===== config.mk =====
export PLATFORM = sky130hd
export DESIGN_NAME = midi_track_event_encoder_unit
export DESIGN_NICKNAME = d
export VERILOG_FILES = /design/src/hw/rtl/mtee_pkg.sv /design/src/hw/rtl/mtee_delta.sv /design/src/hw/rtl/mtee_emit.sv /design/src/hw/rtl/midi_track_event_encoder_unit.sv
export SDC_FILE = /design/constraint.sdc
export NUM_CORES = 1
export LEC_CHECK = 0
export ABC_AREA = 0
export CORE_MARGIN = 4
export CORE_UTILIZATION = 30
export CTS_BUF_LIST = sky130_fd_sc_hd__clkbuf_16
export DETAILED_ROUTE_END_ITERATION = 16
export DONT_BUFFER_PORTS = 1
export PLACE_DENSITY = 0.55
export SYNTH_ARGS = -nofsm -noshare
export SYNTH_HDL_FRONTEND = slang
export SYNTH_SLANG_ARGS = --single-unit

===== constraint.sdc =====
create_clock -name clk -period 14.8 [get_ports clk]
set_input_delay 2.22 -clock clk [delete_from_list [all_inputs] [get_ports clk]]
set_output_delay 2.22 -clock clk [all_outputs]
set_load 0.02 [all_outputs]

===== src/hw/rtl/mtee_pkg.sv =====
// ----------------------------------------------------------------------------
// MIDI track event encoder package
// Shared types and constants for the track byte stream encoder.
// ----------------------------------------------------------------------------
package mtee_pkg;

	// Variable-length quantity layout: 7-bit groups, five of them for 32 bits.
	localparam int unsigned GroupW    = 7;
	localparam int unsigned NumGroups = 5;
	localparam int unsigned TickW     = 32;
	localparam int unsigned VlqW      = GroupW * NumGroups;
	localparam int unsigned NumSlots  = 8;
	localparam int unsigned CountW    = 32;

	localparam logic [7:0] ContBit   = 8'h80;
	localparam logic [7:0] MetaMark  = 8'hff;
	localparam logic [7:0] MetaEot   = 8'h2f;
	localparam logic [7:0] ZeroByte  = 8'h00;

	// Only the low four bits of the top group come from a 32-bit delta.
	localparam logic [GroupW-1:0] TopGroupMask = 7'h0f;

	typedef enum logic {
		ACT_EVENT = 1'b0,
		ACT_EOT   = 1'b1
	} action_t;

	typedef struct packed {
		logic             action;
		logic [TickW-1:0] tick;
		logic [7:0]       status;
		logic [7:0]       data_one;
		logic [7:0]       data_two;
	} src_t;

	typedef struct packed {
		logic [7:0]        out_byte;
		logic              last;
		logic [CountW-1:0] track_bytes;
	} dst_t;

	// Byte slots handed to the emitter; slot NumSlots-1 goes out first.
	typedef struct packed {
		logic                           valid;
		logic                           eot;
		logic [NumSlots-1:0][7:0]       bytes;
		logic [NumSlots-1:0]            keep;
	} load_t;

	typedef enum logic {
		ST_IDLE,
		ST_DELTA
	} state_t;

endpackage


===== src/hw/rtl/mtee_delta.sv =====
// ----------------------------------------------------------------------------
// Digit-serial delta unit
// Subtracts the previous tick from the new tick one 7-bit group per cycle,
// least significant group first, and collects the groups of the result.
// ----------------------------------------------------------------------------
module mtee_delta (
	input  logic                                           clk,
	input  logic                                           arst_n,
	input  logic                                           start,
	input  logic [mtee_pkg::TickW-1:0]                     tick,
	input  logic [mtee_pkg::TickW-1:0]                     prev,
	output logic                                           done,
	output logic [mtee_pkg::NumGroups-1:0][mtee_pkg::GroupW-1:0] groups,
	output logic [mtee_pkg::NumGroups-1:0]                 nonzero
);
	import mtee_pkg::*;

	localparam int unsigned CntW = $clog2(NumGroups);
	localparam logic [CntW-1:0] LastCnt = CntW'(NumGroups - 1);

	logic [VlqW-1:0]         a_q;
	logic [VlqW-1:0]         b_q;
	logic                    borrow_q;
	logic [VlqW-1:0]         grp_q;
	logic [NumGroups-1:0]    nz_q;
	logic [CntW-1:0]         cnt_q;
	logic                    busy_q;
	logic                    done_q;
	logic [GroupW:0]         diff;
	logic [GroupW-1:0]       digit;

	// One group of the subtraction with the borrow from the group below.
	always_comb begin
		diff  = {1'b0, a_q[GroupW-1:0]} - {1'b0, b_q[GroupW-1:0]} - {{GroupW{1'b0}}, borrow_q};
		digit = (cnt_q == LastCnt) ? (diff[GroupW-1:0] & TopGroupMask) : diff[GroupW-1:0];
	end

	// Control: counter of groups and the done pulse.
	always_ff @(posedge clk or negedge arst_n) begin
		if (!arst_n) begin
			busy_q <= 1'b0;
			done_q <= 1'b0;
			cnt_q  <= '0;
		end else begin
			done_q <= 1'b0;
			if (start) begin
				busy_q <= 1'b1;
				cnt_q  <= '0;
			end else if (busy_q) begin
				cnt_q <= cnt_q + 1'b1;
				if (cnt_q == LastCnt) begin
					busy_q <= 1'b0;
					done_q <= 1'b1;
				end
			end
		end
	end

	// Operand and result shift registers.
	always_ff @(posedge clk) begin
		if (start) begin
			a_q      <= {{(VlqW-TickW){1'b0}}, tick};
			b_q      <= {{(VlqW-TickW){1'b0}}, prev};
			borrow_q <= 1'b0;
		end else if (busy_q) begin
			a_q      <= a_q >> GroupW;
			b_q      <= b_q >> GroupW;
			borrow_q <= diff[GroupW];
			grp_q    <= {digit, grp_q[VlqW-1:GroupW]};
			nz_q     <= {|digit, nz_q[NumGroups-1:1]};
		end
	end

	assign done    = done_q;
	assign groups  = grp_q;
	assign nonzero = nz_q;

endmodule


===== src/hw/rtl/mtee_emit.sv =====
// ----------------------------------------------------------------------------
// Byte emitter
// Shifts byte slots out one per cycle while a kept byte finds the output
// register free, skipping unkept slots; kept bytes carry the running count.
// ----------------------------------------------------------------------------
module mtee_emit (
	input  logic             clk,
	input  logic             arst_n,
	input  mtee_pkg::load_t  load,
	output logic             busy,
	output logic             dst_valid,
	input  logic             dst_ready,
	output mtee_pkg::dst_t   dst_data
);
	import mtee_pkg::*;

	logic [NumSlots-1:0][7:0] sh_q;
	logic [NumSlots-1:0]      keep_q;
	logic                     eot_q;
	logic [CountW-1:0]        cnt_q;
	logic                     out_valid_q;
	dst_t                     out_q;
	logic                     head_keep;
	logic                     head_last;
	logic                     advance;
	logic                     take;

	always_comb begin
		head_keep = keep_q[NumSlots-1];
		head_last = (keep_q[NumSlots-2:0] == '0);
		take      = out_valid_q && dst_ready;
		// A skipped slot always moves; a kept one needs a free output register.
		advance   = (keep_q != '0) && (!head_keep || !out_valid_q || dst_ready);
	end

	// Slot shift register and running count.
	always_ff @(posedge clk or negedge arst_n) begin
		if (!arst_n) begin
			keep_q <= '0;
			eot_q  <= 1'b0;
			cnt_q  <= '0;
		end else begin
			if (keep_q == '0) begin
				if (load.valid) begin
					keep_q <= load.keep;
					eot_q  <= load.eot;
				end
			end else if (advance) begin
				keep_q <= keep_q << 1;
				if (head_keep) begin
					cnt_q <= (head_last && eot_q) ? '0 : cnt_q + 1'b1;
				end
			end
		end
	end

	always_ff @(posedge clk) begin
		if (keep_q == '0) begin
			if (load.valid) begin
				sh_q <= load.bytes;
			end
		end else if (advance) begin
			sh_q <= sh_q << 8;
		end
	end

	// Output register: holds a byte until the consumer takes it.
	always_ff @(posedge clk or negedge arst_n) begin
		if (!arst_n) begin
			out_valid_q <= 1'b0;
		end else if (advance && head_keep) begin
			out_valid_q <= 1'b1;
		end else if (take) begin
			out_valid_q <= 1'b0;
		end
	end

	always_ff @(posedge clk) begin
		if (advance && head_keep) begin
			out_q.out_byte    <= sh_q[NumSlots-1];
			out_q.last        <= head_last;
			out_q.track_bytes <= cnt_q + 1'b1;
		end
	end

	assign busy      = (keep_q != '0);
	assign dst_valid = out_valid_q;
	assign dst_data  = out_q;

endmodule


===== src/hw/rtl/midi_track_event_encoder_unit.sv =====
// ----------------------------------------------------------------------------
// MIDI track event encoder
// Turns time-sorted channel events into a track byte stream: delta time as a
// variable-length quantity, then status and two data bytes; end of track
// emits the end-of-track meta event and clears the tick and byte count.
//
//   channel | direction | handshake              | payload
//   src     | in        | src_valid / src_ready  | src_data (action, tick, bytes)
//   dst     | out       | dst_valid / dst_ready  | dst_data (byte, last, count)
//
// A channel event is accepted, goes through the digit-serial subtractor (one
// 7-bit group per cycle), is loaded into the emitter, then passes the eight
// emitter slots, one byte or skipped slot at a time; no new request is
// taken until the emitter is empty.
// An end-of-track request loads the emitter as it is accepted.
// Each stalled cycle on dst holds the emitter on a kept byte.
// Reset clears the previous tick, the byte count and all control state.
// ----------------------------------------------------------------------------
module midi_track_event_encoder_unit (
	input  logic            clk,
	input  logic            arst_n,
	input  logic            src_valid,
	output logic            src_ready,
	input  mtee_pkg::src_t  src_data,
	output logic            dst_valid,
	input  logic            dst_ready,
	output mtee_pkg::dst_t  dst_data
);
	import mtee_pkg::*;

	state_t                             state_q;
	state_t                             state_d;
	logic [TickW-1:0]                   prev_q;
	logic [7:0]                         status_q;
	logic [7:0]                         data_one_q;
	logic [7:0]                         data_two_q;
	logic                               accept;
	logic                               delta_start;
	logic                               delta_done;
	logic [NumGroups-1:0][GroupW-1:0]   groups;
	logic [NumGroups-1:0]               nonzero;
	logic                               emit_busy;
	load_t                              load;

	assign accept = src_valid && src_ready;

	mtee_delta u_delta (
		.clk     (clk),
		.arst_n  (arst_n),
		.start   (delta_start),
		.tick    (src_data.tick),
		.prev    (prev_q),
		.done    (delta_done),
		.groups  (groups),
		.nonzero (nonzero)
	);

	mtee_emit u_emit (
		.clk       (clk),
		.arst_n    (arst_n),
		.load      (load),
		.busy      (emit_busy),
		.dst_valid (dst_valid),
		.dst_ready (dst_ready),
		.dst_data  (dst_data)
	);

	// State register.
	always_ff @(posedge clk or negedge arst_n) begin
		if (!arst_n) begin
			state_q <= ST_IDLE;
		end else begin
			state_q <= state_d;
		end
	end

	// Next state, request handshake and emitter load.
	always_comb begin
		state_d     = state_q;
		src_ready   = 1'b0;
		delta_start = 1'b0;
		load        = '0;
		case (state_q)
			ST_IDLE: begin
				src_ready = !emit_busy;
				if (accept) begin
					if (src_data.action == ACT_EOT) begin
						load.valid = 1'b1;
						load.eot   = 1'b1;
						load.bytes = {{(NumSlots-4){ZeroByte}}, ZeroByte, MetaMark, MetaEot,
							ZeroByte};
						load.keep  = {{(NumSlots-4){1'b0}}, 4'b1111};
					end else begin
						delta_start = 1'b1;
						state_d     = ST_DELTA;
					end
				end
			end
			ST_DELTA: begin
				if (delta_done) begin
					load.valid = 1'b1;
					for (int i = 0; i < NumGroups; i++) begin
						// Group i sits in slot i+3; every group above zero carries
						// the continuation bit.
						load.bytes[i+3] = {(i != 0), groups[i]};
						load.keep[i+3]  = (i == 0) || (|(nonzero >> i));
					end
					load.bytes[2] = status_q;
					load.bytes[1] = data_one_q;
					load.bytes[0] = data_two_q;
					load.keep[2:0] = 3'b111;
					state_d = ST_IDLE;
				end
			end
			default: begin
				state_d = ST_IDLE;
			end
		endcase
	end

	// Previous tick: follows each event, cleared by end of track.
	always_ff @(posedge clk or negedge arst_n) begin
		if (!arst_n) begin
			prev_q <= '0;
		end else if (accept) begin
			prev_q <= (src_data.action == ACT_EOT) ? '0 : src_data.tick;
		end
	end

	// Event bytes held while the delta is worked out.
	always_ff @(posedge clk) begin
		if (accept) begin
			status_q   <= src_data.status;
			data_one_q <= src_data.data_one;
			data_two_q <= src_data.data_two;
		end
	end

`ifndef SYNTHESIS
	// The subtractor finishes only while the control waits for it.
	assert property (@(posedge clk) disable iff (!arst_n)
		delta_done |-> state_q == ST_DELTA)
		else $error("delta result outside of the delta state");

	// No new request is taken while a delta is being worked out.
	assert property (@(posedge clk) disable iff (!arst_n)
		state_q == ST_DELTA |-> !src_ready)
		else $error("request accepted during delta");

	// An accepted channel event moves the control to the delta state.
	assert property (@(posedge clk) disable iff (!arst_n)
		accept && src_data.action == ACT_EVENT |=> state_q == ST_DELTA)
		else $error("channel event did not start the delta");

	// The emitter is never loaded while it still holds slots.
	assert property (@(posedge clk) disable iff (!arst_n)
		load.valid |-> !emit_busy)
		else $error("emitter loaded while busy");
`endif

endmodule


Yosys cells after proc, flatten, opt, wreduce, memory -nomap -nowiden
Index checks and enable logic that the tools add are counted.
{ "totals": {"ff_bits": 314, "latch_bits": 0, "ramBits": 0, "rom_bits": 0, "output_inout_bits": 43, "mem_count": 0} }
{ "classes": {"addsub": 4, "multipliers": 0, "div": 0, "order_cmp": 0, "n_eq_ne": 2, "n_shift": 0, "n_mux": 36, "n_bitwise": 3, "reduce_logical": 24} }
{ "op_table": {"columns": ["operator", "n"], "rows": [
  ["32-bit 2-to-1 mux", 6],
  ["64-bit 2-to-1 mux", 3],
  ["74-bit 2-to-1 mux", 2],
  ["72-bit case mux with 2 select lines", 1],
  ["72-bit 2-to-1 mux", 1],
  ["32-bit by 1-bit adder with 32-bit output, second input constant", 1],
  ["8-bit 2-to-1 mux", 3],
  ["1-bit 2-to-1 mux", 15],
  ["8-bit logical NOT", 1],
  ["8-bit nonzero test", 1],
  ["7-bit by 7-bit subtractor with 8-bit output", 1],
  ["8-bit by 1-bit subtractor with 8-bit output", 1],
  ["7-bit logical NOT", 1],
  ["7-bit 2-to-1 mux", 1],
  ["7-bit OR reduction", 1],
  ["3-bit 2-to-1 mux", 2],
  ["2-bit AND reduction", 3],
  ["2-bit nonzero test", 3],
  ["1-bit logical AND", 5],
  ["1-bit case mux with 2 select lines", 2],
  ["4-bit OR reduction", 1],
  ["3-bit by 1-bit adder with 3-bit output, second input constant", 1],
  ["3-bit == test, second input constant", 1],
  ["1-bit logical NOT", 3],
  ["other kinds (6)", 9]
]} }

Longest topological paths before layout
{ "logic_depth": {"ltp_word": 8, "depth_mapped": 9, "depth_no_buf": 9} }

Modules after synthesis
Synthesis repeated with hierarchy kept, for this count alone.
{ "hier_totals": {"hier_cells": 972, "hier_area_um2": 13912.1} }
{ "by_module_without_submodules": {"columns": ["module", "instances", "cells_per_inst", "area_each_um2"], "rows": [
  ["mtee_emit", 1, 494, 6643.9],
  ["mtee_delta", 1, 265, 4570.6],
  ["midi_track_event_encoder_unit", 1, 213, 2697.6]
]} }

Worst setup path after synthesis
OpenSTA, ideal clock, no wires.
{ "synth_path": {"path_kind": "input to register", "start": "in src_data[56] (netlist bit)", "end": "reg u_emit.keep_q[2]", "setup_time_ps": 78, "t_arrival_ps": 6468, "t_required_ps": 14722, "path_slack_ps": 8254, "cell_stages": 4, "n_path_buf": 1, "cell_sequence": "clkbuf_1 a21oi_1 a21oi_1 o32a_1"} }
{ "synth_via": {"elab_chain_len": 5, "word_cells_on_any_way": 8, "classes_between": "1 x eq/ne; 6 x mux; 1 x reduce/logical"} }
{ "synth_lines": {"columns": ["item", "line_no", "rtl"], "rows": [
  ["start, declared", "midi_track_event_encoder_unit.sv:24", "input mtee_pkg::src_t src_data,"],
  ["74-bit 2-to-1 mux (*)", "midi_track_event_encoder_unit.sv:87", "if (src_data.action == ACT_EOT) begin"],
  ["74-bit 2-to-1 mux (*)", "midi_track_event_encoder_unit.sv:86", "if (accept) begin"],
  ["1-bit case mux with 2 select lines or 72-bit case mux with 2 select lines (tied branches)", "midi_track_event_encoder_unit.sv:83", "case (state_q)"],
  ["2-bit != test (no line) or 8-bit 2-to-1 mux (tied branches)", null, null],
  ["2-bit AND reduction (no line) or 8-bit 2-to-1 mux (tied branches)", null, null],
  ["end signal, assigned", "mtee_emit.sv:45", "keep_q <= load.keep;"],
  ["end signal, assigned", "mtee_emit.sv:49", "keep_q <= keep_q << 1;"],
  ["end, declared", "mtee_emit.sv:18", "logic [NumSlots-1:0] keep_q;"]
]} }
Every way passes the cells marked *; elsewhere a longest branch is shown, timed or not. The select of a mux whose other input is x is not followed.
A chain may end at the register's enable or synchronous reset.

Worst setup path in the final report
{ "layout_path": {"start": "reg u_emit.keep_q[2]", "end": "out src_ready"} }
{ "layout_via": {"elab_chain_len": 3} }
{ "layout_lines": {"columns": ["item", "line_no", "rtl"], "rows": [
  ["8-bit nonzero test", "mtee_emit.sv:86", "assign busy = (keep_q != '0);"],
  ["1-bit logical NOT", "midi_track_event_encoder_unit.sv:85", "src_ready = !emit_busy;"],
  ["1-bit 2-to-1 mux", "midi_track_event_encoder_unit.sv:83", null],
  ["end, declared", "midi_track_event_encoder_unit.sv:23", "output logic src_ready,"]
]} }
No other way between the ends.

==> impl_metrics.ini <==
[global_route]
grt_util_met1_pct = 15.34
antenna_found_initial = 0
met3_usage_pct = 4.024
grt_usage_pct = 11.43
busiest_layer = met2
grt_pass1_wl_mm = 43.35
grt_pass1_vias = 7922
grt_max_degree = 81
grtUsageMet2_pct = 17.82
grt-ovfl-total = 0

[synthesis]
synth_area_um2 = 13060
async_flop_share_pct = 25.56
yosysWarnings = 0
ys_types = 58
ys_seq_area_share_pct = 68.83
ys_ff_latch = 313
ys.flop_type = edfxtp_1
synth_nets = 1157
synth_edf_count = 232
synth_cells = 1079
avgSynthCellArea_um2 = 12.10

[pwr]
ir_drop_v = 0.00009626
power_frac_comb_pct = 14.4
internal_power_mw = 1.876
clkPwrFrac_pct = 33.4
p_sw_mw = 0.7552
switching_share_pct = 28.71
powerDensity_nw_per_um2 = 177.3
p_total_mw = 2.631
pwr-share-seq_pct = 52.2
p_leak_nw = 5.953

[placed_design]
hpwlAfterDp_mm = 15.83
place_congestion = 0.7557
dp_slack_ns = 10.18
portBuffers = 0

[finish]
area_growth_pct = 13.60
fillers = 4225
drive_above_1_share_pct = 7.391
multi_input_area_um2 = 3667
regArea_um2 = 8989
fin_nets = 1147
diodes = 0

[clock_tree]
post_cts_buffers = 0
cts_sinks = 313
cts-root-buf = clkbuf_16
worstSkewPairLatency_ns = 0.54
cts-buffers-inserted = 35
hold_buffers = 0
h-tree-depth = 2
path_clk_slew_ns = 0.06
ctsResizeCount = 0
cts_tree = done
clockBufferDepth = 3

[setup_path]
endpoint_kind = primary output
start_kind = register
cpPeakStageDelay_ns = 0.57
cp.arrival_ns = 2.12
r2r-end = u_delta.b_q[19]$_DFFE_PP_
crit_path_top_delay_cell = nor2_1
r2r_start = u_emit.keep_q[2]$_DFFE_PN0P_
reg2reg_depth = 6
crit_chain = nor4_4, nand3_2, nor2_1
crit_fanout = 5
cp.required_ns = 12.58
worstSetupPathType = reg -> out
r2r_setup_slack_ns = 11.79

[timing]
worst_slew_pin_slew_ns = 1.128
slew_violations = 0
max_freq_ghz = 0.2304
rsz0062_at_grt = false
period_needed_ns = 4.340
min_period_over_period_pct = 29.32
worst_slack_ns = 10.46
finalClockSkew_ns = 0.01238
finalSetupViolations = 0
worst_hold_slack_ns = 0.4197
relSlewSlack_pct = 24.77
setup-tns-final_ns = 0
final_hold_viol_count = 0

[routing]
firstDrtPassIters = 4
wl_per_cell_um = 15.83
num_vias = 7770
drt_iter0_drc = 556
route.detailed.drc = 0
wl_mm = 26.60
vias_per_cell = 4.622
drtAntennaViolNets = 0

[die]
die_x_um = 216.6
initial_core_util_pct = 30.32
fp.dieArea_um2 = 46940
die_h_um = 216.6
core_area_um2 = 43080
io_pins = 104
rows = 76

[run]
drv_cap = 0

[min_path]
holdCritPathClass = reg -> reg
holdPathEnd = u_emit.dst_data[33]$_DFFE_PP_
hold_depth = 0
hp-start = u_emit.sh_q[56]$_DFFE_PP_

[run_status]
status = completed
==> kinds of logic (layout without fill, tap and decap cells) <==
kind of cell / Yosys count / count (layout) / synth area share (%)
xor gates and xnor gates: 38 / 38 / 2.548
buffers and inverters: 107 / 124 / 3.305
AOI/OAI and AO/OA: 169 / 169 / 7.933
adders and majority gates: 17 / 17 / 1.744
DFF: 313 / 313 / 68.83
and+or+nand+nor: 433 / 433 / 15.49
muxes: 2 / 2 / 0.1533
==> cell usage in the layout, fill, tap and decap left out, types with 3 or more instances in the layout <==
cell	n
dfrtp_1	80
nor2_1	44
o21a_1	3
nor4_1	3
nor3_1	9
nor4_4	5
a21oi_1	23
a21o_1	11
nand4_1	10
and3_1	11
o21ai_0	53
edfxtp_1	232
buf_4	13
and2_1	19
ha_1	15
nand2b_1	5
bufinv_16	5
a31oi_1	10
o21ai_1	25
nand3_2	3
clkbuf_16	35
xnor2_1	22
o31ai_1	12
inv_1	60
a22o_1	14
clkinv_2	4
xor2_1	16
or3_1	5
nand3_1	61
inv_6	3
nand2_1	241
==> how the worst max path moves through the flow <==
stage                                       from                            to  cells after the start
global placement                       src_valid  u_delta.groups[20]$_DFFE_PP_                      7
floorplan                           src_data[56]  u_emit.keep_q[2]$_DFFE_PN0P_                      4
CTS                 u_emit.keep_q[2]$_DFFE_PN0P_                     src_ready                      3
detailed placement                     src_valid  u_delta.groups[19]$_DFFE_PP_                      7
finish              u_emit.keep_q[2]$_DFFE_PN0P_                     src_ready                      3
global route        u_emit.keep_q[7]$_DFFE_PN0P_                     src_ready                      3
==> state kept, by name, indices dropped and copies added, names as in the netlist, 4 cells and up <==
signal and cells:
data_two_q 8, status_q 8, u_delta.groups 35, prev_q 32
u_emit.keep_q 8, u_delta.nonzero 4, u_emit.cnt_q 32, u_emit.sh_q 64
data_one_q 8, u_delta.a_q 32, u_emit.dst_data 41, u_delta.b_q 32
==> power groups by stage <==
stage | combinational, mW | clock, mW | sequential, mW
5_1_grt | 0.439 | 0.951 | 1.40
3_3_place_gp | 0.379 | 0 | 1.39
3_5_place_dp | 0.387 | 0 | 1.39
2_1_floorplan | 0.287 | 0 | 1.36
6_report | 0.379 | 0.880 | 1.37
4_1_cts | 0.388 | 0.912 | 1.38
==> worst max-delay path, delay by kind of cell, from the launching register on <==
family	cells	cell delay, ns
AND/OR/NAND/NOR	3	1.15
flip-flops	1	0.43
==> layer usage <==
metal / vias to the layer above / share of wire [%] / wire, µm
li1: 3786 / - / -
met1: 3801 / 46 / 12230
met2: 148 / 45 / 12090
met3: 35 / 6.8 / 1798
met4: 0 / 1.8 / 486
met5: - / 0 / 0
==> through the flow <==
| step | cell area, µm² | util, % | std cells |
|---|---|---|---|
| floorplan | 13060 | - | 1079 |
| global placement | 13660 | 31.72 | 1617 |
| detailed placement | 13660 | 31.72 | 1617 |
| CTS | 14840 | 34.44 | 1681 |
| global route | 14840 | 34.44 | 1681 |
| finish | 14840 | 34.44 | 1681 |
==> cells in the mapped netlist (3+ instances only) <==
cell type	count	area share, %
and2_1	20	0.96
nor3_1	9	0.34
o31ai_1	12	0.69
nor4_1	3	0.14
a31oi_1	10	0.48
ha_1	15	1.4
nor4_4	5	0.81
nor2_1	44	1.3
inv_1	47	1.4
a22o_1	14	0.94
nand2b_1	6	0.29
and3_1	12	0.57
nand2_1	241	6.9
nand4_1	10	0.48
o21ai_0	53	2.0
xor2_1	16	1.1
a21o_1	11	0.63
dfrtp_1	80	15
buf_2	17	0.65
xnor2_1	22	1.5
or3_1	5	0.24
nand3_1	62	2.4
o21a_1	3	0.17
edfxtp_1	232	53
a21oi_1	24	0.92
clkbuf_1	38	1.1
o21ai_1	25	0.96
==> final cells by class <==
class / count / area share (%)
multi-input combinational: 659 / 24.72
clock inverter: 29 / 2.016
inverter: 47 / 1.189
clock buffer: 35 / 5.903
timing repair buffer: 13 / 0.6578
tap: 585 / 4.933
sequential: 313 / 60.58
(Power assumes the default switching activity.)
